`config.mk`:
```
export PLATFORM = sky130hd
export DESIGN_NAME = bssgt_cell
export DESIGN_NICKNAME = d
export VERILOG_FILES = /design/src/design/bssgt_pkg.sv /design/src/design/bssgt_cell.sv
export SDC_FILE = /design/constraint.sdc
export NUM_CORES = 1
export LEC_CHECK = 0
export ABC_AREA = 0
export BUFFER_PORTS_ARGS = -buffer_cell sky130_fd_sc_hd__buf_2
export CORE_ASPECT_RATIO = 0.8
export CORE_MARGIN = 5
export CORE_UTILIZATION = 41
export DETAILED_ROUTE_END_ITERATION = 12
export PLACE_DENSITY_LB_ADDON = 0.05
export SLEW_MARGIN = 20
export SYNTH_ARGS = -nofsm -noshare
export SYNTH_HDL_FRONTEND = slang
export SYNTH_SLANG_ARGS = --single-unit
```
`constraint.sdc`:
```
create_clock -name i_clk -period 7.92 [get_ports i_clk]
set_clock_uncertainty 0.15 [all_clocks]
set_input_delay 1.188 -clock i_clk [delete_from_list [all_inputs] [get_ports i_clk]]
set_output_delay 1.188 -clock i_clk [all_outputs]
set_load 0.1 [all_outputs]
```
`src/design/bssgt_pkg.sv`:
```
// ----------------------------------------------------------------------------
// bssgt_pkg: shared types and constants
// Widths, status codes and state encoding for the sorted set gap tracker.
// ----------------------------------------------------------------------------
package bssgt_pkg;

    // store depth
    localparam int MAX_ENTRIES = 64;

    // fixed field widths
    localparam int IN_W    = 64;
    localparam int VAL_W   = 32;
    localparam int GAP_W   = VAL_W + 1;
    localparam int CFG_W   = 7;
    localparam int COUNT_W = 7;

    // held count must reach MAX_ENTRIES itself
    localparam int CNT_W = $clog2(MAX_ENTRIES + 1);
    localparam int LIM_W = (CNT_W > CFG_W) ? CNT_W : CFG_W;

    typedef logic signed [VAL_W-1:0] t_val;
    typedef logic [GAP_W-1:0]        t_gap;
    typedef logic [CNT_W-1:0]        t_cnt;
    typedef logic [LIM_W-1:0]        t_lim;

    typedef enum logic [1:0] {
        ST_INSERTED = 2'd0,
        ST_FULL     = 2'd1,
        ST_RANGE    = 2'd2
    } t_status;

    typedef enum logic {
        S_IDLE,
        S_CALC
    } t_state;

endpackage

```
`src/design/bssgt_cell.sv`:
```
// ----------------------------------------------------------------------------
// bssgt_cell: one slot of the sorted chain
// Holds one value, compares it against the incoming word, shifts from its
// lower neighbor on insert and reports the gap to that neighbor.
// ----------------------------------------------------------------------------
module bssgt_cell import bssgt_pkg::*; (
    input  logic i_clk,
    input  logic i_rst_n,
    input  logic i_load,
    input  logic i_occ,
    input  logic i_tail,
    input  t_val i_word,
    input  t_val i_prev_val,
    input  logic i_prev_gt,
    output t_val o_val,
    output logic o_gt,
    output logic o_new,
    output t_gap o_left_gap
);

    t_val r_val;
    t_val n_val;
    logic r_new;
    logic n_new;
    logic w_gt;
    logic w_wen;

    // compare and pick the next slot contents
    always_comb begin
        w_gt  = i_occ && (r_val > i_word);
        w_wen = i_load && (i_occ || i_tail);
        if (i_prev_gt) begin
            n_val = i_prev_val;
        end else if (w_gt || i_tail) begin
            n_val = i_word;
        end else begin
            n_val = r_val;
        end
        n_new = w_wen && !i_prev_gt && (w_gt || i_tail);
    end

    // slot value, no reset
    always_ff @(posedge i_clk) begin
        if (w_wen) begin
            r_val <= n_val;
        end
    end

    // marks the slot that took the new word
    always_ff @(posedge i_clk) begin
        if (!i_rst_n) begin
            r_new <= 1'b0;
        end else begin
            r_new <= n_new;
        end
    end

    // gap to lower neighbor, sign extended so it cannot overflow
    assign o_left_gap = {r_val[VAL_W-1], r_val} - {i_prev_val[VAL_W-1], i_prev_val};
    assign o_val      = r_val;
    assign o_gt       = w_gt;
    assign o_new      = r_new;

endmodule

```
==> flow_summary_export.csv, run 1 <==
group,metric,value,unit
synth,synth_seq_cells,33,
critical_path,ff2ff_path_depth,8,
routing,wirelength,13.49,mm
final_layout,fillCellCount,988,
floorplan,die_w,121.7,µm
sta,rsz0062_at_grt,"false",
floorplan,fp-row-count,32,
clock_tree,clock-sinks,33,
sta,tightest_slew,0.8452,ns
outcome,outcome,"finished clean",
routing,firstDrtPassIters,4,
clock_tree,cts_hold_buffers,0,
synth,synth_edf_count,32,
clock_tree,cts_buffers,5,
critical_path,crit_chain,"buf_2 -> inv_1 -> ha_1 -> a21o_1 -> a21o_1 -> o211ai_1 -> a21o_1 -> nand4_1 -> a311o_1 -> a21oi_1 -> buf_2",
routing,drc,0,
placement,port_buffers,136,
floorplan,die_y,99.36,µm
placement,routabilityCongestion,0.9153,
sta,setup_tns,0,ns
critical_path,cp_num_buf_inv,3,
critical_path,startpoint_type,"primary input",
final_layout,area_growth,23.97,%
grt,grt_pass1_wl,21.28,mm
routing,num_vias,4210,
critical_path,rr_startpoint,"o_val[23]",
critical_path,crit_start,"i_prev_val[4]",
sta,setup_violations,0,
critical_path,cp-endpoint,"o_left_gap[32]",
synth,mappedNetlistArea,0.004093,mm²
synth,syn_area_per_cell,7.947,µm²
final_layout,utilization,0.5236,
critical_path,crit_type,"primary input to output pin",
clock_tree,cts_tree,"yes",
grt,grt_pass1_vias,4065,
sta,slew_headroom,0.4303,
sta,period_needed,5.246,ns
critical_path,crit_top_cell,"a21o_1",
routing,drtAntennaViolNets,0,
synth,synthArstFlopShare,0,
sta,drv_slew,0,
pwr,max-vdd-ir-drop,0.0001119,V
pwr,power_density,268.1,mW/mm²
clock_tree,cts_buffer_depth,2,
critical_path,ff2ff_setup_slack,4.30,ns
critical_path,path_delay_family,"compound AO/OA/AOI/OAI gates",
clock_tree,clkLatencyLatePin,0.28,ns
routing,dr.first_iter.drc_count,226,
sta,hold_violations,0,
routing,wl_per_cell,17.22,µm
critical_path,r2r_end,"o_val[11]",
critical_path,worst_setup_path_end_kind,"output pin",
sta,finalCritPeriodShare,0.6623,
critical_path,cp_slowest_stage_delay,0.45,ns
clock_tree,clockRootBuffer,"clkbuf_16",
grt,grt-ovfl-total,0,
grt,grt_max_degree,67,
floorplan,io_pins,137,
critical_path,cp_max_fo,5,
clock_tree,ctsHtreeMaxLevel,2,
synth,synth_cells,515,
final_layout,antenna_cells,0,
sta,clock.fmax,0.1906,GHz
synth,yosysTopAreaCell,"edfxtp_1",
grt,antenna_found_initial,1,
placement,dp_slack,2.726,ns
critical_path,cp.depth,11,
synth,ys.flop_type,"edfxtp_1",
placement,dp_hpwl,11.10,mm
critical_path,required,6.58,ns
synth,synth_nets,650,
worst_hold_path,hp-class,"register to register",
routing,vias_per_cell,5.377,
synth,synth_cell_types,59,
floorplan,core_area,0.009689,mm²
clock_tree,cts.repair.resized,0,
pwr,p_leak,0.002630,µW
synth,yosys_warnings,0,
critical_path,crit_slowest_cell,"buf_2",
synth,seq_area_frac_synth,0.2397,
clock_tree,post-cts-setup-buffers,0,
job,drv_cap,0,
sta,setup_slack,2.674,ns
clock_tree,clkTransAtPathRegs,0.06,ns
grt,grtUsageTotal,0.2199,
final_layout,nets,781,
final_layout,drive_above_1_share,0.2365,
synth,synth_top_area_share,0.2348,
critical_path,arrival,3.91,ns
floorplan,initial_core_util,0.4224,
floorplan,die_area,0.01209,mm²
synth,ys_top_cells_by_area,"edfxtp_1, ha_1, inv_1, nand2_1, a21oi_1",
## stage by stage
step	power, µW	cell area, µm²	instances	hold WS [ns]
3_5_place_dp	1128	4908	775	0.7403
2_1_floorplan	970.1	4093	515	1.155
4_1_cts	1363	5071	783	0.7615
5_1_grt	1419	5074	783	0.8219
6_report	1360	5074	783	0.7534
3_3_place_gp	1125	4908	775	0.7365
## layer usage
layer  vias up  GRT usage  part of all wire
met2       140     0.3049              0.39
met3        12    0.05060             0.072
met1      1942     0.3490              0.53
met4         2    0.03015            0.0082
met5         -          0            0.0013
li1       2114          -                 -
## synth_stat cells (5+ instances only)
cell and number:
a21oi_1 38, ha_1 64, nand4_1 15, xor2_1 6, nor2_1 26, nand2_1 57
a21o_1 25, o21a_1 8, o21ai_1 8, nor2b_1 6, edfxtp_1 32, a31oi_1 5
nor3_1 8, nand3_1 7, xnor2_1 19, clkbuf_1 12, inv_1 76, o21ai_0 37
## sequential cells by signal, indices dropped and copies added, names as in the netlist
name	cells
o_val	32
o_new	1
## layout make-up
class / instances / area, µm² / share of cell area
Tap cell: 136 / 170.2 / 0.03354
Multi-Input combinational cell: 393 / 2784 / 0.5487
Sequential cell: 33 / 980.9 / 0.1933
Clock buffer: 6 / 128.9 / 0.02540
Inverter: 76 / 285.3 / 0.05623
Timing Repair Buffer: 137 / 690.7 / 0.1361
Clock inverter: 2 / 33.78 / 0.006658
## power by group
group          internal, µW  switching, µW  total, µW  leakage (µW)
registers               214           17.0        231      0.000321
logic                   182            714        897       0.00223
clock network           148           84.5        232     0.0000785
## how the worst min path moves through the flow
stage / from / to / slack, ns / cells past startpoint
2_1_floorplan: i_tail / o_new / 1.15 / 1
4_1_cts: o_val[30] / o_new / 0.76 / 4
3_5_place_dp: o_val[30] / o_new / 0.74 / 4
3_3_place_gp: o_val[30] / o_new / 0.74 / 4
5_1_grt: o_val[30] / o_new / 0.82 / 4
6_report: o_val[30] / o_new / 0.75 / 4
## worst min-delay path, stage by stage (launching register included)
cell	delay, ns
edfxtp_1	0.39
ha_1	0.16
a221o_1	0.11
nor3_1	0.07
o2bb2ai_1	0.13
## kinds of logic (layout without fill, tap and decap cells)
logic type / after synthesis / count (layout) / share of synthesized area
adder cells (fa/ha/maj): 65 / 65 / 0.2006
buffers and inverters: 89 / 221 / 0.08193
XOR/XNOR: 25 / 25 / 0.05350
AND/OR/NAND/NOR: 140 / 140 / 0.1599
AO/OA/AOI/OAI: 161 / 161 / 0.2593
flip-flops: 33 / 33 / 0.2397
multiplexers: 2 / 2 / 0.005197
## cell usage in the layout, fill, tap and decap left out, types with 2 or more instances in the layout
cell type    n
a21o_1      25
buf_4        2
and2_1       3
nor2_1      26
nor3_1       8
a21boi_1     3
buf_2      135
a221oi_1     2
o21ai_0     37
a311o_1      3
or2_1        2
xor2_1       6
o21a_1       8
xnor2_1     19
o211ai_1     4
nor4_1       3
nor2b_1      6
nand4_1     15
inv_1       76
nand2_1     57
or3_1        3
ha_1        64
o21ai_1      8
a21oi_1     38
nand2b_1     3
edfxtp_1    32
o31ai_1      2
and3_1       2
a2111o_1     2
a31oi_1      5
a41oi_1      2
or2_2        2
nand3_1      7
a211oi_1     4
clkbuf_16    5
No activity file was read; power rests on OpenSTA's default activity.
==> inputs of run 2 (changes only) <==
==> constraint.sdc (replaced) <==
create_clock -name i_clk -period 4.85 [get_ports i_clk]
set_clock_uncertainty 0.15 [all_clocks]
set_input_delay 0.7275 -clock i_clk [delete_from_list [all_inputs] [get_ports i_clk]]
set_output_delay 0.7275 -clock i_clk [all_outputs]
set_load 0.1 [all_outputs]
==> run 2 against run 1 <==
  * Utilization grew 0.96 points
  * Worst hold slack got worse by 0.23 ns
  * Clock power is 47% higher
  * Critical path type unchanged
  * Wire length down 0.86%
  * First-iteration DRC count down 4.4%
  * Register-to-register slack got worse by 2.8 ns
  * Setup slack worse by 2.1 ns
  * Design area increased by 1.8%
  * Clock-buffer cell count grew 1
  * Via count fell by 1.8%
  * Critical path depth stayed put
==> flow_summary_export.csv, run 2 (synthesis results as in run 1) <==
group,metric,value,unit
worst_hold_path,min_from,"i_tail",
clock_tree,cts_buffer_depth,2,
routing,drtAntennaViolNets,0,
worst_hold_path,hp-class,"primary input to register",
critical_path,arrival,3.45,ns
grt,grt-ovfl-total,0,
placement,routabilityCongestion,0.8937,
floorplan,initial_core_util,0.4224,
worst_hold_path,hold_end,"o_new",
pwr,p_leak,0.002677,µW
critical_path,crit_slowest_cell,"buf_2",
critical_path,crit_type,"primary input to output pin",
grt,grt_pass1_vias,3984,
grt,grt_max_degree,67,
sta,drv_slew,0,
pwr,max-vdd-ir-drop,0.0002376,V
final_layout,final_common_cell,"buf_2",
critical_path,cp_max_fo,5,
critical_path,required,3.97,ns
final_layout,largest_register_ffs,32,
final_layout,antenna_cells,0,
grt,grtUsageMet3,0.04264,
clock_tree,cts_buffers,5,
sta,clock.fmax,0.2313,GHz
outcome,outcome,"finished clean",
critical_path,crit_start,"i_prev_val[4]",
critical_path,ff2ff_path_depth,8,
floorplan,die_w,121.7,µm
sta,hold_violations,0,
placement,port_buffers,136,
final_layout,fillCellCount,968,
sta,finalCritPeriodShare,0.8914,
floorplan,die_area,0.01209,mm²
routing,drc,0,
routing,wl_per_cell,17.05,µm
floorplan,die_y,99.36,µm
floorplan,fp-row-count,32,
critical_path,rr_startpoint,"o_val[22]",
routing,num_vias,4133,
clock_tree,clockRootBuffer,"clkbuf_16",
critical_path,cp_slowest_stage_delay,0.47,ns
placement,dp_hpwl,11.10,mm
grt,grt_use_met1,0.3592,
floorplan,io_pins,137,
sta,setup_tns,0,ns
final_layout,drive_above_1_share,0.2546,
routing,vias_per_cell,5.272,
clock_tree,clock-sinks,33,
sta,period_needed,4.323,ns
grt,use_met2,0.2960,
sta,setup_violations,0,
pwr,power,2203,µW
critical_path,ff2ff_setup_slack,1.45,ns
sta,slew_headroom,0.5923,
critical_path,startpoint_type,"primary input",
critical_path,crit_top_cell,"a21o_1",
sta,tightest_slew,0.6116,ns
clock_tree,cts_tree,"yes",
job,drv_cap,0,
clock_tree,cts.repair.resized,0,
grt,grt_pass1_wl,21.08,mm
clock_tree,post-cts-setup-buffers,0,
final_layout,layout_common_cells,"buf_2, inv_1, ha_1",
final_layout,area_growth,26.23,%
floorplan,core_area,0.009689,mm²
routing,dr.first_iter.drc_count,216,
routing,wirelength,13.37,mm
sta,rsz0062_at_grt,"false",
critical_path,crit_chain,"buf_2 -> inv_1 -> ha_1 -> a21o_1 -> a21o_1 -> o211ai_1 -> a21o_1 -> nand4_1 -> a2111o_1 -> o311ai_2 -> buf_2",
final_layout,utilization,0.5332,
clock_tree,ctsHtreeMaxLevel,2,
grt,grtUsageTotal,0.2179,
clock_tree,clkLatencyLatePin,0.29,ns
grt,busiest_layer,"met1",
critical_path,worst_setup_path_end_kind,"output pin",
final_layout,nets,782,
critical_path,cp_num_buf_inv,3,
critical_path,r2r_end,"o_val[10]",
grt,antenna_found_initial,0,
worst_hold_path,whs_path_depth,2,
clock_tree,clkTransAtPathRegs,0.06,ns
critical_path,path_delay_family,"compound AO/OA/AOI/OAI gates",
critical_path,cp.depth,11,
routing,firstDrtPassIters,5,
clock_tree,cts_hold_buffers,0,
pwr,power_density,426.5,mW/mm²
run 2: layout make-up:
type,count,area (µm²),share of cell area
Inverter,76,285.3,0.05522
Sequential cell,33,980.9,0.1899
Timing Repair Buffer,138,715.7,0.1385
Multi-Input combinational cell,393,2864,0.5544
Clock buffer,7,142.6,0.02761
Clock inverter,1,7.507,0.001453
Tap cell,136,170.2,0.03294
run 2: routing by layer:
layer	vias to the layer above	share of wire	routed length, µm
li1	2110	-	-
met1	1891	0.55	7289
met2	126	0.39	5266
met3	6	0.058	772
met4	0	0.0031	41
met5	-	0	0
run 2: metrics by stage:
step	hold WS (ns)	cell area [µm²]	std cells	setup slack (ns)
after global routing	0.5204	5166	784	0.4003
after detailed placement	0.7525	4989	775	0.5836
after floorplan	0.6944	4169	515	-0.01968
after global placement	0.7600	4989	775	0.6021
final	0.5200	5166	784	0.5266
after CTS	0.5122	5139	783	0.5750
run 2: worst max path at each step:
stage	to	slack (ns)
2_1_floorplan	o_left_gap[28]	-0.02
3_3_place_gp	o_left_gap[28]	0.60
3_5_place_dp	o_left_gap[28]	0.58
4_1_cts	o_left_gap[28]	0.58
5_1_grt	o_left_gap[28]	0.40
6_report	o_left_gap[28]	0.53
run 2: where the power goes:
part	leakage [µW]	internal [µW]	switching (µW)
Combinational	0.00229	312	1170
Sequential	0.000321	350	27.7
Clock	0.0000701	205	135
Total	0.00268	867	1340
==> inputs of run 3 (changes only) <==
--- a/config.mk
+++ b/config.mk
@@ -9,7 +9,7 @@
 export BUFFER_PORTS_ARGS = -buffer_cell sky130_fd_sc_hd__buf_2
 export CORE_ASPECT_RATIO = 0.8
 export CORE_MARGIN = 5
-export CORE_UTILIZATION = 41
+export CORE_UTILIZATION = 50
 export DETAILED_ROUTE_END_ITERATION = 12
 export PLACE_DENSITY_LB_ADDON = 0.05
 export SLEW_MARGIN = 20
==> run 3 against run 2 <==
  * Non-clock buffer count shrank 1
  * Clock-buffer cell count shrank 1
  * Register-to-register slack lost 0.03 ns
  * Sequential power is essentially flat
  * Critical path depth is the same
  * Design area shrank 1.8%
  * Utilization grew 11 points
  * Flip-flop and latch count is the same
  * Maximum frequency grew 0.85%
  * Highest routed layer unchanged
==> flow_summary_export.csv, run 3 (synthesis results as in run 1) <==
group,metric,value,unit
grt,grt-ovfl-total,0,
critical_path,crit_type,"primary input to output pin",
floorplan,core_area,0.007946,mm²
final_layout,instances_no_fill,755,
grt,antenna_found_initial,0,
final_layout,drive_above_1_share,0.2550,
grt,grtUsageTotal,0.2517,
sta,setup_violations,0,
sta,slew_headroom,0.2936,
routing,wl_per_cell,17.18,µm
critical_path,arrival,3.41,ns
clock_tree,cts.repair.resized,0,
final_layout,fillCellCount,714,
final_layout,utilization,0.6385,
routing,drc,0,
routing,dr.first_iter.drc_count,341,
routing,vias_per_cell,5.658,
sta,period_needed,4.287,ns
clock_tree,ctsHtreeMaxLevel,2,
sta,finalCritPeriodShare,0.8839,
clock_tree,cts_buffers,5,
clock_tree,clock-sinks,33,
routing,num_vias,4272,
clock_tree,cts_buffer_depth,2,
clock_tree,clockRootBuffer,"clkbuf_8",
sta,rsz0062_at_grt,"false",
sta,hold_violations,0,
grt,grt_max_degree,67,
floorplan,initial_core_util,0.5150,
routing,drtAntennaViolNets,0,
clock_tree,cts_tree,"yes",
pwr,max-vdd-ir-drop,0.0003080,V
pwr,p_leak,0.002651,µW
clock_tree,post-cts-setup-buffers,0,
routing,wirelength,12.97,mm
sta,clock.fmax,0.2333,GHz
clock_tree,clkTransAtPathRegs,0.08,ns
sta,drv_slew,0,
routing,firstDrtPassIters,5,
critical_path,required,3.97,ns
grt,grt_pass1_wl,20.90,mm
job,drv_cap,0,
floorplan,fp-row-count,29,
pwr,seqPwrFrac,0.174,
pwr,combPwrFrac,0.690,
final_layout,largest_register_ffs,32,
floorplan,io_pins,137,
floorplan,die_area,0.01011,mm²
critical_path,cp_max_fo,5,
clock_tree,cts_hold_buffers,0,
final_layout,nets,781,
clock_tree,clkLatencyLatePin,0.30,ns
placement,routabilityCongestion,0.9315,
sta,tightest_slew,1.060,ns
critical_path,startpoint_type,"primary input",
pwr,internal_power,826.5,µW
floorplan,die_w,111.2,µm
floorplan,die_y,90.92,µm
placement,placed_cell_area,0.004954,mm²
grt,grt_pass1_vias,4056,
placement,dp.cells,747,
pwr,switching_share,0.6157,
pwr,power_density,423.9,mW/mm²
final_layout,postLayoutCellArea,0.005074,mm²
placement,port_buffers,136,
pwr,switchingPower,1324,µW
critical_path,worst_setup_path_end_kind,"output pin",
final_layout,layout_common_cells,"buf_2, inv_1, ha_1",
pwr,power,2151,µW
outcome,outcome,"finished clean",
worst_hold_path,hp-class,"primary input to register",
final_layout,area_growth,23.97,%
placement,dp_hpwl,10.65,mm
final_layout,antenna_cells,0,
final_layout,final_common_cell,"buf_2",
pwr,power.clock.fraction,0.135,
-- run 3: power by group through the flow --
stage               combinational (µW)  clock, µW  sequential (µW)
floorplan                         1040          0              560
global placement                  1470          0              380
detailed placement                1480          0              381
CTS                               1480        297              375
global route                      1560        306              378
finish                            1480        291              375
-- run 3: final timing paths --
check	cells past startpoint	start	slack (ns)	end
min reg2reg	4	o_val[30]	0.76	o_new
min	2	i_tail	0.50	o_new
max reg2reg	8	o_val[23]	1.42	o_val[24]
max	11	i_prev_val[4]	0.56	o_left_gap[28]
-- run 3: per-layer routing --
metal  vias to the layer above  share of wire  wire length [µm]  GRT usage
met3                        10          0.098              1271    0.06497
met4                         0         0.0060                78    0.03445
met2                       185           0.41              5283     0.3677
met1                      1962           0.49              6335     0.3815
li1                       2115              -                 -          -
met5                         -              0                 0          0
-- run 3: final cells by class --
class / instances / area [µm²] / share of cell area
clock inverter: 2 / 37.54 / 0.007398
inverter: 76 / 285.3 / 0.05623
clock buffer: 6 / 82.58 / 0.01628
multi-input combinational: 393 / 2864 / 0.5645
tap: 108 / 135.1 / 0.02663
timing repair buffer: 137 / 688.2 / 0.1356
sequential: 33 / 980.9 / 0.1933
-- run 3: per-stage QoR --
stage / hold WS, ns / TNS [ns] / setup slack [ns]
2_1_floorplan: 0.6944 / -0.01968 / -0.01968
3_3_place_gp: 0.7544 / 0 / 0.6893
3_5_place_dp: 0.7492 / 0 / 0.6167
4_1_cts: 0.4952 / 0 / 0.6111
5_1_grt: 0.5221 / 0 / 0.4196
6_report: 0.4984 / 0 / 0.5632
-- run 3: worst max-delay path, cell delays in order --
cell and delay, ns:
buf_2 0.09, inv_1 0.04, ha_1 0.35, a21o_1 0.20, a21o_1 0.19, o211ai_1 0.37
a21o_1 0.23, nand4_1 0.20, a2111o_1 0.45, o311ai_2 0.09, buf_2 0.47
